### src/design/pgrep_pkg.sv
`default_nettype none

package pgrep_pkg;

	localparam int PAGE_IN_W   = 16;
	localparam int FRAME_OUT_W = 4;
	localparam int EVICT_OUT_W = 16;
	localparam int TOTAL_W     = 32;
	localparam int CFG_W       = 5;
	localparam int S_TDATA_W   = 16;
	localparam int M_TDATA_W   = 56;

	// Register indexes on the configuration port
	localparam logic REG_POLICY = 1'b0;
	localparam logic REG_FRAMES = 1'b1;

	// Replacement policy codes
	localparam logic POLICY_FIFO = 1'b0;
	localparam logic POLICY_LRU  = 1'b1;

	// Input item kinds
	localparam logic KIND_REF   = 1'b0;
	localparam logic KIND_CLEAR = 1'b1;

	localparam logic [CFG_W-1:0] FRAMES_RESET = 5'd16;

	typedef enum logic [1:0] {
		ST_IDLE,
		ST_LOOK,
		ST_COMMIT
	} pgrep_state_t;

	typedef struct packed {
		logic load_in;
		logic capture;
		logic commit;
	} pgrep_cmd_t;

endpackage

`default_nettype wire

### src/design/pgrep_ctrl.sv
`default_nettype none

module pgrep_ctrl
	import pgrep_pkg::*;
(
	input  wire logic       clk,
	input  wire logic       arst_n,
	input  wire logic       s_tvalid,
	output logic            s_tready,
	output logic            m_tvalid,
	input  wire logic       m_tready,
	output pgrep_cmd_t      cmd
);

	pgrep_state_t state_q;
	pgrep_state_t state_nxt;
	logic         out_valid_q;
	logic         out_free;

	assign out_free = !out_valid_q || m_tready;
	assign m_tvalid = out_valid_q;

	always_comb begin
		state_nxt = state_q;
		unique case (state_q)
			ST_IDLE: begin
				if (s_tvalid) state_nxt = ST_LOOK;
			end
			ST_LOOK: state_nxt = ST_COMMIT;
			ST_COMMIT: begin
				if (out_free) state_nxt = s_tvalid ? ST_LOOK : ST_IDLE;
			end
			default: state_nxt = ST_IDLE;
		endcase
	end

	always_comb begin
		s_tready    = 1'b0;
		cmd.capture = 1'b0;
		cmd.commit  = 1'b0;
		unique case (state_q)
			ST_IDLE:   s_tready = 1'b1;
			ST_LOOK:   cmd.capture = 1'b1;
			ST_COMMIT: begin
				// take the next item in the update cycle when the result has a slot
				s_tready   = out_free;
				cmd.commit = out_free;
			end
			default: s_tready = 1'b0;
		endcase
		cmd.load_in = s_tvalid && s_tready;
	end

	always_ff @(posedge clk or negedge arst_n) begin
		if (!arst_n) begin
			state_q     <= ST_IDLE;
			out_valid_q <= 1'b0;
		end else begin
			state_q <= state_nxt;
			if (cmd.commit) out_valid_q <= 1'b1;
			else if (m_tready) out_valid_q <= 1'b0;
		end
	end

`ifndef SYNTH
	a_rose_after_commit: assert property (@(posedge clk) disable iff (!arst_n)
		$rose(out_valid_q) |-> $past(cmd.commit))
		else $error("result appeared without an update");

	a_no_overwrite: assert property (@(posedge clk) disable iff (!arst_n)
		cmd.commit |-> (!out_valid_q || m_tready))
		else $error("update would overwrite a pending result");

	a_no_accept_in_lookup: assert property (@(posedge clk) disable iff (!arst_n)
		(state_q == ST_LOOK) |-> !s_tready)
		else $error("transfer accepted during lookup");

	a_capture_then_commit: assert property (@(posedge clk) disable iff (!arst_n)
		cmd.capture |=> (state_q == ST_COMMIT))
		else $error("lookup not followed by update");
`endif

endmodule

`default_nettype wire

### src/design/pgrep_dp.sv
`default_nettype none

module pgrep_dp
	import pgrep_pkg::*;
#(
	parameter int MAX_FRAMES = 16,
	parameter int PAGE_BITS  = 16
) (
	input  wire logic                 clk,
	input  wire logic                 arst_n,
	input  wire logic                 cfg_we,
	input  wire logic                 cfg_index,
	input  wire logic [CFG_W-1:0]     cfg_wdata,
	input  wire pgrep_cmd_t           cmd,
	input  wire logic                 s_tuser,
	input  wire logic [S_TDATA_W-1:0] s_tdata,
	output logic      [M_TDATA_W-1:0] m_tdata
);

	localparam int FW = (MAX_FRAMES > 1) ? $clog2(MAX_FRAMES) : 1;
	localparam int CW = $clog2(MAX_FRAMES + 1) > FW ? $clog2(MAX_FRAMES + 1) : FW;
	localparam int XW = CFG_W + 2;

	// configuration
	logic             policy_q;
	logic [CFG_W-1:0] frames_q;

	// input item
	logic                 kind_q;
	logic [PAGE_IN_W-1:0] page_q;

	// table state
	logic [PAGE_BITS-1:0] frame_page_q [MAX_FRAMES];
	logic [MAX_FRAMES-1:0] valid_q;
	logic [FW-1:0]        rank_q [MAX_FRAMES];
	logic [FW-1:0]        ptr_q;
	logic [TOTAL_W-1:0]   fault_cnt_q;

	// lookup stage
	logic                 hit_s1;
	logic                 empty_s1;
	logic [FW-1:0]        f_s1;
	logic [FW-1:0]        old_rank_s1;
	logic [PAGE_BITS-1:0] evpage_s1;
	logic                 upd_ptr_s1;
	logic [FW-1:0]        next_ptr_s1;

	// result register
	logic                   out_fault_q;
	logic [FRAME_OUT_W-1:0] out_frame_q;
	logic                   out_evv_q;
	logic [EVICT_OUT_W-1:0] out_evpage_q;
	logic [TOTAL_W-1:0]     out_total_q;

	logic [PAGE_BITS-1:0]  page_in;
	logic [XW-1:0]         frames_ext;
	logic [CW-1:0]         n_act;
	logic [MAX_FRAMES-1:0] act;
	logic [MAX_FRAMES-1:0] match;
	logic [MAX_FRAMES-1:0] emp;
	logic [MAX_FRAMES-1:0] lru_ok;
	logic [FW-1:0]         hit_idx;
	logic [FW-1:0]         emp_idx;
	logic [FW-1:0]         lru_idx;
	logic [FW-1:0]         fifo_f;
	logic [FW-1:0]         f_sel;
	logic [CW-1:0]         f_inc;
	logic [TOTAL_W-1:0]    cnt_nxt;

	assign page_in    = PAGE_BITS'(page_q);
	assign frames_ext = XW'(frames_q);

	always_comb begin
		if (frames_q == '0) n_act = CW'(1);
		else if (frames_ext > XW'(MAX_FRAMES)) n_act = CW'(MAX_FRAMES);
		else n_act = CW'(frames_ext);
	end

	always_comb begin
		for (int i = 0; i < MAX_FRAMES; i++) begin
			act[i]   = CW'(i) < n_act;
			match[i] = act[i] && valid_q[i] && (frame_page_q[i] == page_in);
			emp[i]   = act[i] && !valid_q[i];
		end
	end

	// an active frame is least recent when its rank is below every other active rank
	always_comb begin
		for (int i = 0; i < MAX_FRAMES; i++) begin
			lru_ok[i] = act[i];
			for (int j = 0; j < MAX_FRAMES; j++) begin
				if (j != i && act[j] && !(rank_q[i] < rank_q[j])) lru_ok[i] = 1'b0;
			end
		end
	end

	always_comb begin
		hit_idx = '0;
		emp_idx = '0;
		lru_idx = '0;
		for (int i = MAX_FRAMES - 1; i >= 0; i--) begin
			if (match[i])  hit_idx = FW'(i);
			if (emp[i])    emp_idx = FW'(i);
			if (lru_ok[i]) lru_idx = FW'(i);
		end
	end

	assign fifo_f = (CW'(ptr_q) < n_act) ? ptr_q : '0;

	always_comb begin
		if (|match) f_sel = hit_idx;
		else if (|emp) f_sel = emp_idx;
		else if (policy_q == POLICY_LRU) f_sel = lru_idx;
		else f_sel = fifo_f;
	end

	assign f_inc   = CW'(f_sel) + CW'(1);
	assign cnt_nxt = (fault_cnt_q == '1) ? fault_cnt_q : fault_cnt_q + TOTAL_W'(1);

	always_ff @(posedge clk or negedge arst_n) begin
		if (!arst_n) begin
			policy_q <= POLICY_FIFO;
			frames_q <= FRAMES_RESET;
		end else if (cfg_we) begin
			unique case (cfg_index)
				REG_POLICY: policy_q <= cfg_wdata[0];
				REG_FRAMES: frames_q <= cfg_wdata;
				default:    policy_q <= policy_q;
			endcase
		end
	end

	always_ff @(posedge clk) begin
		if (cmd.load_in) begin
			kind_q <= s_tuser;
			page_q <= s_tdata;
		end
		if (cmd.capture) begin
			hit_s1      <= |match;
			empty_s1    <= |emp;
			f_s1        <= f_sel;
			old_rank_s1 <= rank_q[f_sel];
			evpage_s1   <= frame_page_q[f_sel];
			upd_ptr_s1  <= !(|match) && ((|emp) || (policy_q == POLICY_FIFO));
			next_ptr_s1 <= (f_inc < n_act) ? FW'(f_inc) : '0;
		end
		if (cmd.commit && kind_q == KIND_REF && !hit_s1) frame_page_q[f_s1] <= page_in;
	end

	always_ff @(posedge clk or negedge arst_n) begin
		if (!arst_n) begin
			valid_q     <= '0;
			ptr_q       <= '0;
			fault_cnt_q <= '0;
			for (int i = 0; i < MAX_FRAMES; i++) rank_q[i] <= FW'(i);
		end else if (cmd.commit) begin
			if (kind_q == KIND_CLEAR) begin
				valid_q     <= '0;
				ptr_q       <= '0;
				fault_cnt_q <= '0;
				for (int i = 0; i < MAX_FRAMES; i++) rank_q[i] <= FW'(i);
			end else begin
				if (!hit_s1) begin
					valid_q[f_s1] <= 1'b1;
					fault_cnt_q   <= cnt_nxt;
				end
				if (upd_ptr_s1) ptr_q <= next_ptr_s1;
				// make the used frame most recent, close the gap it leaves
				for (int i = 0; i < MAX_FRAMES; i++) begin
					if (FW'(i) == f_s1) rank_q[i] <= FW'(MAX_FRAMES - 1);
					else if (rank_q[i] > old_rank_s1) rank_q[i] <= rank_q[i] - FW'(1);
				end
			end
		end
	end

	always_ff @(posedge clk) begin
		if (cmd.commit) begin
			if (kind_q == KIND_CLEAR) begin
				out_fault_q  <= 1'b0;
				out_frame_q  <= '0;
				out_evv_q    <= 1'b0;
				out_evpage_q <= '0;
				out_total_q  <= '0;
			end else begin
				out_fault_q  <= !hit_s1;
				out_frame_q  <= FRAME_OUT_W'(f_s1);
				out_evv_q    <= !hit_s1 && !empty_s1;
				out_evpage_q <= (!hit_s1 && !empty_s1) ? EVICT_OUT_W'(evpage_s1) : '0;
				out_total_q  <= hit_s1 ? fault_cnt_q : cnt_nxt;
			end
		end
	end

	assign m_tdata = {2'b00, out_total_q, out_evpage_q, out_evv_q, out_frame_q, out_fault_q};

endmodule

`default_nettype wire

### src/design/page_replacement_fifo_lru_top.sv
// Fully associative page-frame table with FIFO (round-robin) or true LRU replacement.
// Each item passes a lookup state, which compares the page against all active frames in
// parallel and selects the frame (hit, lowest empty frame, or victim), and an update state,
// which updates frames, recency ranks, pointer and fault count and loads the output register.
// The next item is accepted in that update state, so the block takes a new item before it is
// through with the last; the update waits while the output register still holds a result
// that has not been taken. Write configuration only while the block is idle.
`default_nettype none

module page_replacement_fifo_lru_top
	import pgrep_pkg::*;
#(
	parameter int MAX_FRAMES = 16,
	parameter int PAGE_BITS  = 16
) (
	input  wire logic                 clk,
	input  wire logic                 arst_n,
	input  wire logic                 cfg_we,
	input  wire logic                 cfg_index,
	input  wire logic [CFG_W-1:0]     cfg_wdata,
	input  wire logic                 s_tvalid,
	output logic                      s_tready,
	input  wire logic [S_TDATA_W-1:0] s_tdata,  // [15:0] page_number
	input  wire logic                 s_tuser,  // [0] kind
	output logic                      m_tvalid,
	input  wire logic                 m_tready,
	// [0] fault, [4:1] frame_index, [5] evicted_valid, [21:6] evicted_page,
	// [53:22] fault_total, [55:54] zero
	output logic      [M_TDATA_W-1:0] m_tdata
);

	pgrep_cmd_t cmd;

	pgrep_ctrl u_ctrl (
		.clk      (clk),
		.arst_n   (arst_n),
		.s_tvalid (s_tvalid),
		.s_tready (s_tready),
		.m_tvalid (m_tvalid),
		.m_tready (m_tready),
		.cmd      (cmd)
	);

	pgrep_dp #(
		.MAX_FRAMES (MAX_FRAMES),
		.PAGE_BITS  (PAGE_BITS)
	) u_dp (
		.clk       (clk),
		.arst_n    (arst_n),
		.cfg_we    (cfg_we),
		.cfg_index (cfg_index),
		.cfg_wdata (cfg_wdata),
		.cmd       (cmd),
		.s_tuser   (s_tuser),
		.s_tdata   (s_tdata),
		.m_tdata   (m_tdata)
	);

endmodule

`default_nettype wire
### config.mk
export PLATFORM = sky130hd
export DESIGN_NAME = page_replacement_fifo_lru_top
export DESIGN_NICKNAME = d
export VERILOG_FILES = /design/src/design/pgrep_pkg.sv /design/src/design/pgrep_ctrl.sv /design/src/design/pgrep_dp.sv /design/src/design/page_replacement_fifo_lru_top.sv
export SDC_FILE = /design/constraint.sdc
export NUM_CORES = 2
export LEC_CHECK = 0
export ABC_AREA = 1
export ABC_CLOCK_PERIOD_IN_PS = 4900
export BUFFER_PORTS_ARGS = -buffer_cell sky130_fd_sc_hd__buf_2
export CORE_ASPECT_RATIO = 0.9
export CORE_MARGIN = 4
export CORE_UTILIZATION = 40
export CTS_CLUSTER_SIZE = 24
export DETAILED_ROUTE_END_ITERATION = 7
export PLACE_DENSITY = 0.54
export SYNTH_ARGS = -nofsm -noshare
export SYNTH_HDL_FRONTEND = slang
export SYNTH_SLANG_ARGS = --single-unit
### constraint.sdc
create_clock -name clk -period 4.9 [get_ports clk]
set_clock_uncertainty 0.2 [all_clocks]
set_input_delay 0.245 -clock clk [delete_from_list [all_inputs] [get_ports clk]]
set_output_delay 0.245 -clock clk [all_outputs]
set_load 0.01 [all_outputs]
Word level (Yosys, flattened, before mapping). Memories as Yosys holds them, arrays and structs flattened. A register that Yosys moved wholly into a read port is not among the register bits. Cells that the tools add are included. W data, S select, Z words.

Input port bits: 28. Flip-flop bits (word level): 211. Output and inout port bits: 58. Memories: 1. Logic and storage cells: 1327. Memory bits (writable): 256.

Memories: u_dp.frame_page_q (depth 16, bits a word 16, rd ports 17, clocked after Yosys merged registers in 1, write ports 1, line pgrep_dp.sv:33) `logic [PAGE_BITS-1:0] frame_page_q [MAX_FRAMES];`.

Multiplexer cells: 350. Bitwise gates (word level): 6. Reductions and logical operators: 601. Equal/unequal tests: 37. $lt $le $gt $ge: 278. Add/subtract/negate cells: 18.

Operator list (count): $lt A4 B4 Y1 (240); $mux W4 (88); $logic_and A1 B1 Y1 (294); $logic_not A1 Y1 (260); $eq A16 B16 Y1 (16); $mux W1 (248); $mux W32 (3); $gt A4 B4 Y1 (16); $mux W64 (1); $sub A4 B1 Y4 const B (16); $reduce_bool A3 Y1 (16); $reduce_and A2 Y1 (21); $lt A4 B5 Y1 const A (8); $add A32 B1 Y32 const B (1); $eq A32 B32 Y1 const B (1); $eq A4 B4 Y1 const A (8); $mux W16 (2); $reduce_or A16 Y1 (2); $lt A3 B5 Y1 const A (4); $bmux W4 S4 (1); $eq A3 B4 Y1 const A (4); $or A16 B16 Y16 (1); $lt A1 B5 Y1 const A (2); $lt A2 B5 Y1 const A (2); other kinds (26) (35).

Logic depth before layout (Yosys ltp).
Depth in word-level cells: 43. Mapped depth: 36. Gate-level depth less buffers: 34.

Cells and area by module. Synthesis repeated with hierarchy kept, for this count alone.

Cell total of the unflattened synthesis: 4912. Area total of the unflattened synthesis: 38933.6 sq um.

By module, submodules not included: pgrep_dp (cells each 4886, sequential area each 13844.5 sq um, area an instance 38759.7 sq um, instances 1); pgrep_ctrl (cells each 26, sequential area each 75.1 sq um, area an instance 173.9 sq um, instances 1).

Worst setup path after synthesis. OpenSTA, ideal clock, no wires.

Kind: reg-to-reg. Start: register u_dp.rank_q[1] (netlist bit). End: register u_dp.next_ptr_s1[0], data pin. Setup time: 0.139 ns. Period minus slack after synthesis: 4.066 ns. Setup slack: 0.834 ns. Required time: 4.561 ns. Stages on the path, launching flop included: 28. Data arrival time: 3.726 ns. Path buffers: 1. Cells stage by stage: dfstp_2 inv_1 ha_1 inv_1 nor2_1 nor2_1 o21ai_0 inv_1 nor2_1 nand3_1 nor2_1 nand4_1 a21boi_0 nand4_1 nand2_1 nand2_1 nand2_1 nand2_1 clkbuf_1 ha_1 nand2_1 nor2_1 ha_1 nand2_1 inv_1 a221oi_1 nand2_1 nor2_1.

Longest elaborated chain between the ends: 39. Elaborated cells on any way between the ends: 141. Classes of those cells: 1 x add/sub; 31 x order compare; 49 x mux; 60 x reduce/logical.

RTL lines: from (decl) (line pgrep_dp.sv:35) `logic [FW-1:0] rank_q [MAX_FRAMES];`; from (signal, indexed assignment) (line pgrep_dp.sv:170) `if (FW'(i) == f_s1) rank_q[i] <= FW'(MAX_FRAMES - 1);`; $lt A4 B4 Y1 (line pgrep_dp.sv:92) `if (j != i && act[j] && !(rank_q[i] < rank_q[j])) lru_ok[i] = 1'b0;`; $logic_not A1 Y1 (line pgrep_dp.sv:92); $logic_and A1 B1 Y1 (line pgrep_dp.sv:92); $mux W1 (15 in a row) (line pgrep_dp.sv:92); $mux W4 (15 in a row) (line pgrep_dp.sv:104) `if (lru_ok[i]) lru_idx = FW'(i);`; $mux W4 (*) (line pgrep_dp.sv:104); $mux W4 (*) (line pgrep_dp.sv:113) `else if (policy_q == POLICY_LRU) f_sel = lru_idx;`; $mux W4 (*) (line pgrep_dp.sv:112) `else if (|emp) f_sel = emp_idx;`; $mux W4 (*) (line pgrep_dp.sv:111) `if (|match) f_sel = hit_idx;`; named net u_dp.f_sel[1] (line pgrep_dp.sv:66) `logic [FW-1:0] f_sel;`; $add A4 B1 Y5 (*) (line pgrep_dp.sv:117) `assign f_inc = CW'(f_sel) + CW'(1);`; $lt A5 B5 Y1 (*) (line pgrep_dp.sv:145) `next_ptr_s1 <= (f_inc < n_act) ? FW'(f_inc) : '0;`; to (signal assigned) (line pgrep_dp.sv:145); to (decl) (line pgrep_dp.sv:46) `logic [FW-1:0] next_ptr_s1;`.

The timed path passes the listed nets; every way through them passes the cells marked *. A chain may end at the register's enable or synchronous reset.

Worst setup path in the final report.
Start: register u_dp.frames_q[4]. End: register u_dp.next_ptr_s1[2], data pin.

Longest elaborated chain between the ends: 41. Elaborated cells on any way between the ends: 605. Classes of those cells: 1 x add/sub; 19 x order compare; 294 x mux; 291 x reduce/logical.

RTL lines: from (decl) (line pgrep_dp.sv:26) `logic [CFG_W-1:0] frames_q;`; from (signal assigned) (line pgrep_dp.sv:127) `REG_FRAMES: frames_q <= cfg_wdata;`; $gt A5 B5 Y1 (line pgrep_dp.sv:75) `else if (frames_ext > XW'(MAX_FRAMES)) n_act = CW'(MAX_FRAMES);`; $mux W5 (line pgrep_dp.sv:75); $mux W5 (*) (line pgrep_dp.sv:74) `if (frames_q == '0) n_act = CW'(1);`; $lt A1 B5 Y1 (line pgrep_dp.sv:81) `act[i] = CW'(i) < n_act;`; $logic_and A1 B1 Y1 (line pgrep_dp.sv:92); $mux W1 (15 in a row) (line pgrep_dp.sv:92); $mux W4 (16 in a row) (line pgrep_dp.sv:104); $mux W4 (line pgrep_dp.sv:113); $mux W4 (line pgrep_dp.sv:112); $mux W4 (line pgrep_dp.sv:111); $add A4 B1 Y5 (line pgrep_dp.sv:117); $lt A5 B5 Y1 (line pgrep_dp.sv:145).

Every way passes the cells marked *; elsewhere a longest branch is shown, timed or not.

==> results.json <==
{
  "ys_top_cells_by_area": "edfxtp_1 (28%), ha_1 (18%), nand2_1 (12%)",
  "place_hpwl_um": 121000,
  "final_core_util_pct": 47.4,
  "irDropWorstVdd_mv": 0.352,
  "synth_edf_count": 358,
  "cts_htree_levels": 2,
  "wirelength_um": 164000,
  "yosys_warnings": 0,
  "max_cap_violations": 0,
  "reg2regPathDepth": 26,
  "coreArea_um2": 96300,
  "route.antenna.remaining_nets": 0,
  "area_delta_synth_final_pct": 17.9,
  "grt_pass1_wl_um": 238000,
  "design_area_um2": 45700,
  "grt_pass1_vias": 34800,
  "die_width_um": 336,
  "setup_tns_ns": 0,
  "critPathBufInv": 4,
  "path_clk_slew_ns": 0.07,
  "cpMostUsedCell": "nand2_1",
  "regArea_um2": 13900,
  "fp.dieH_um": 303,
  "overflow": 0,
  "drv_slew": 0,
  "vias_per_cell": 5.76,
  "antenna_found_initial": 2,
  "initial_utilization_pct": 40.2,
  "reg2reg_slack_ns": 0.12,
  "setup_viol": 0,
  "place_congestion": 1.02,
  "dieArea_um2": 102000,
  "io_buffers": 83,
  "io_pins": 86,
  "worstHoldPathCells": 3,
  "hold_viol_final": 0,
  "ys_ff_latch": 483,
  "crit_family": "simple AND/OR/NAND/NOR gates",
  "drt_iter0_drc": 4545,
  "path_class": "reg2reg",
  "drive_above_1_share_pct": 12.5,
  "synth_area_um2": 38800,
  "numClockSinks": 483,
  "synth_area_leader_cell": "edfxtp_1",
  "multi_input_area_um2": 22600,
  "wl_per_cell_um": 24.8,
  "outcome": "finished clean",
  "arrival_ns": 5.07,
  "reg2reg_from": "u_dp.frames_q[4]",
  "vias": 38100,
  "power.density_nw_per_um2": 558,
  "cp_max_fo": 9,
  "finalNetCount": 5907,
  "fmax_ghz": 0.209,
  "ctsLongestPathBuffers": 3,
  "critPathMaxStageDelay_ns": 0.65,
  "yosysTopAreaCellShare_pct": 27.7,
  "cp-start-kind": "flop",
  "cp_slowest_cell": "dfstp_2",
  "whs_endpoint": "u_dp.frames_q[4]",
  "ys_seq_area_share_pct": 35.9,
  "fin_cells": 6626,
  "cp-end-kind": "flop",
  "cts_inserted_buffers": 58,
  "root_buffer": "clkbuf_16",
  "period_minus_slack_ns": 4.78,
  "drtPass1Iterations": 6,
  "drc": 0,
  "r2r_end": "u_dp.next_ptr_s1[2]",
  "cts_tree": "built",
  "fin_crit_sh_pct": 97.5,
  "fillers": 9525,
  "syn_area_per_cell_um2": 7.86,
  "slew_headroom_pct": 35.2,
  "grt_use_total_pct": 31.6,
  "synthArstFlopShare_pct": 25.9,
  "rows": 108,
  "synth.distinct_cells": 57,
  "crit_required_ns": 5.19,
  "place.detailed.instances": 6437,
  "netlist_instances": 4933,
  "synthFlopType": "edfxtp_1",
  "hold_path_class": "in2reg",
  "worst_pin_slew_ns": 0.971,
  "grt_max_degree": 75,
  "p_total_mw": 25.5,
  "p_leak_nw": 21.4,
  "hp-start": "cfg_index",
  "clkLatencyLatePin_ns": 0.66,
  "dpl_cell_area_um2": 42900
}
[metrics by stage]
stage          worst slack (ns)  hold slack [ns]
3_3_place_gp            -0.0767           0.0845
5_1_grt                 -0.0503           0.0597
3_5_place_dp            0.00657           0.0873
2_1_floorplan             0.834           -0.251
4_1_cts                0.000343           0.0136
6_report                  0.120           0.0525
[synth_stat cells, types with 4 or more instances]
master     instances
a21oi_2            4
and3_1             6
o21a_1             4
dfrtp_1           92
or2_2             27
buf_2             57
clkinv_1           6
inv_1            457
o21ai_0          287
a21boi_0           5
buf_1             12
inv_2             13
buf_4             11
a22o_1             8
a31oi_1           19
o22ai_1           54
a21oi_1          285
nand2_1         1225
o21bai_1          17
nand3_1          361
o211ai_1          38
dfstp_2           33
o2111ai_1         12
nor2_1           549
ha_1             569
clkbuf_1          67
xnor2_1           34
o311ai_0           6
nor4_1            21
nand4_1          112
xor2_1            61
a221oi_1          26
nor3_1            38
edfxtp_1         358
nand2_2            6
a211oi_1          19
nand3b_1           6
[layer usage]
layer	vias up	global-route usage, %	routed length (µm)
met4	0	9.83	5470
met2	1944	45.7	67300
met1	18200	47.5	75000
li1	17800	-	-
met5	-	0	0
met3	262	5.97	16700
[kinds of logic after synthesis]
family                   count (synthesis)  share of synthesized area (%)
buffers and inverters                  624                           6.35
XOR/XNOR                                95                           2.15
other                                    1                        0.00967
adder cells (fa/ha/maj)                569                           18.4
AO/OA/AOI/OAI                          799                           11.8
flip-flops                             483                           35.9
AND/OR/NAND/NOR                       2362                           25.5
[how the worst max path moves through the flow]
stage | startpoint | to | slack (ns) | cells after the start
global route | u_dp.rank_q[19] | u_dp.next_ptr_s1[3] | -0.05 | 26
floorplan | u_dp.rank_q[1] | u_dp.next_ptr_s1[0] | 0.83 | 27
global placement | u_dp.rank_q[5] | u_dp.next_ptr_s1[3] | -0.08 | 25
finish | u_dp.frames_q[4] | u_dp.next_ptr_s1[2] | 0.12 | 26
CTS | u_dp.rank_q[15] | u_dp.next_ptr_s1[2] | 0.0003 | 26
detailed placement | u_dp.rank_q[3] | u_dp.next_ptr_s1[2] | 0.007 | 24
[tightest hold or removal path: stages]
cell and delay [ns]:
buf_2 0.10, nand2_1 0.40, a21oi_1 0.14
[cell type report]
type,count,share of cell area [%]
diodes,1,0.00548
clock buffers,71,3.30
clock inverters,39,0.706
inverters,476,4.02
multi-input cells,3827,49.5
flip-flops and latches,483,30.5
well taps,1265,3.46
repair buffers,463,8.51
repair inverters,1,0.0110
[cell usage in the layout, fill, tap and decap left out, drive strengths merged, types with 38 or more instances in the layout]
| master | instances |
|---|---|
| a21oi | 289 |
| buf | 435 |
| clkbuf | 72 |
| dfrtp | 92 |
| edfxtp | 358 |
| ha | 569 |
| inv | 459 |
| nand2 | 1232 |
| nand3 | 361 |
| nand4 | 112 |
| nor2 | 552 |
| nor3 | 38 |
| o211ai | 38 |
| o21ai | 290 |
| o22ai | 54 |
| xor2 | 61 |
[power by group]
part / internal [mW] / switching [mW]
Sequential: 4.90 / 0.399
Combinational: 5.76 / 10.2
Clock: 2.36 / 1.89
[flip-flops by register name, indices dropped and copies added (netlist names), 5 cells and up]
| signal | flops |
|---|---|
| u_dp.out_total_q | 32 |
| u_dp.rank_q | 64 |
| u_dp.valid_q | 16 |
| u_dp.fault_cnt_q | 32 |
| u_dp.frames_q | 5 |
| u_dp.out_evpage_q | 16 |
| u_dp.frame_page_q | 256 |
| u_dp.page_in | 16 |
| u_dp.evpage_s1 | 16 |
[timing repair]
action,4_1_cts,5_1_grt
gates resized for setup,2,69
hold buffers,28,0
setup buffers,0,48
endpoints found under the setup margin,4,20
hold endpoints to repair,86,0
cloned,0,2
pin swaps,0,16
Note: power is estimated with default switching activity, not from simulation.
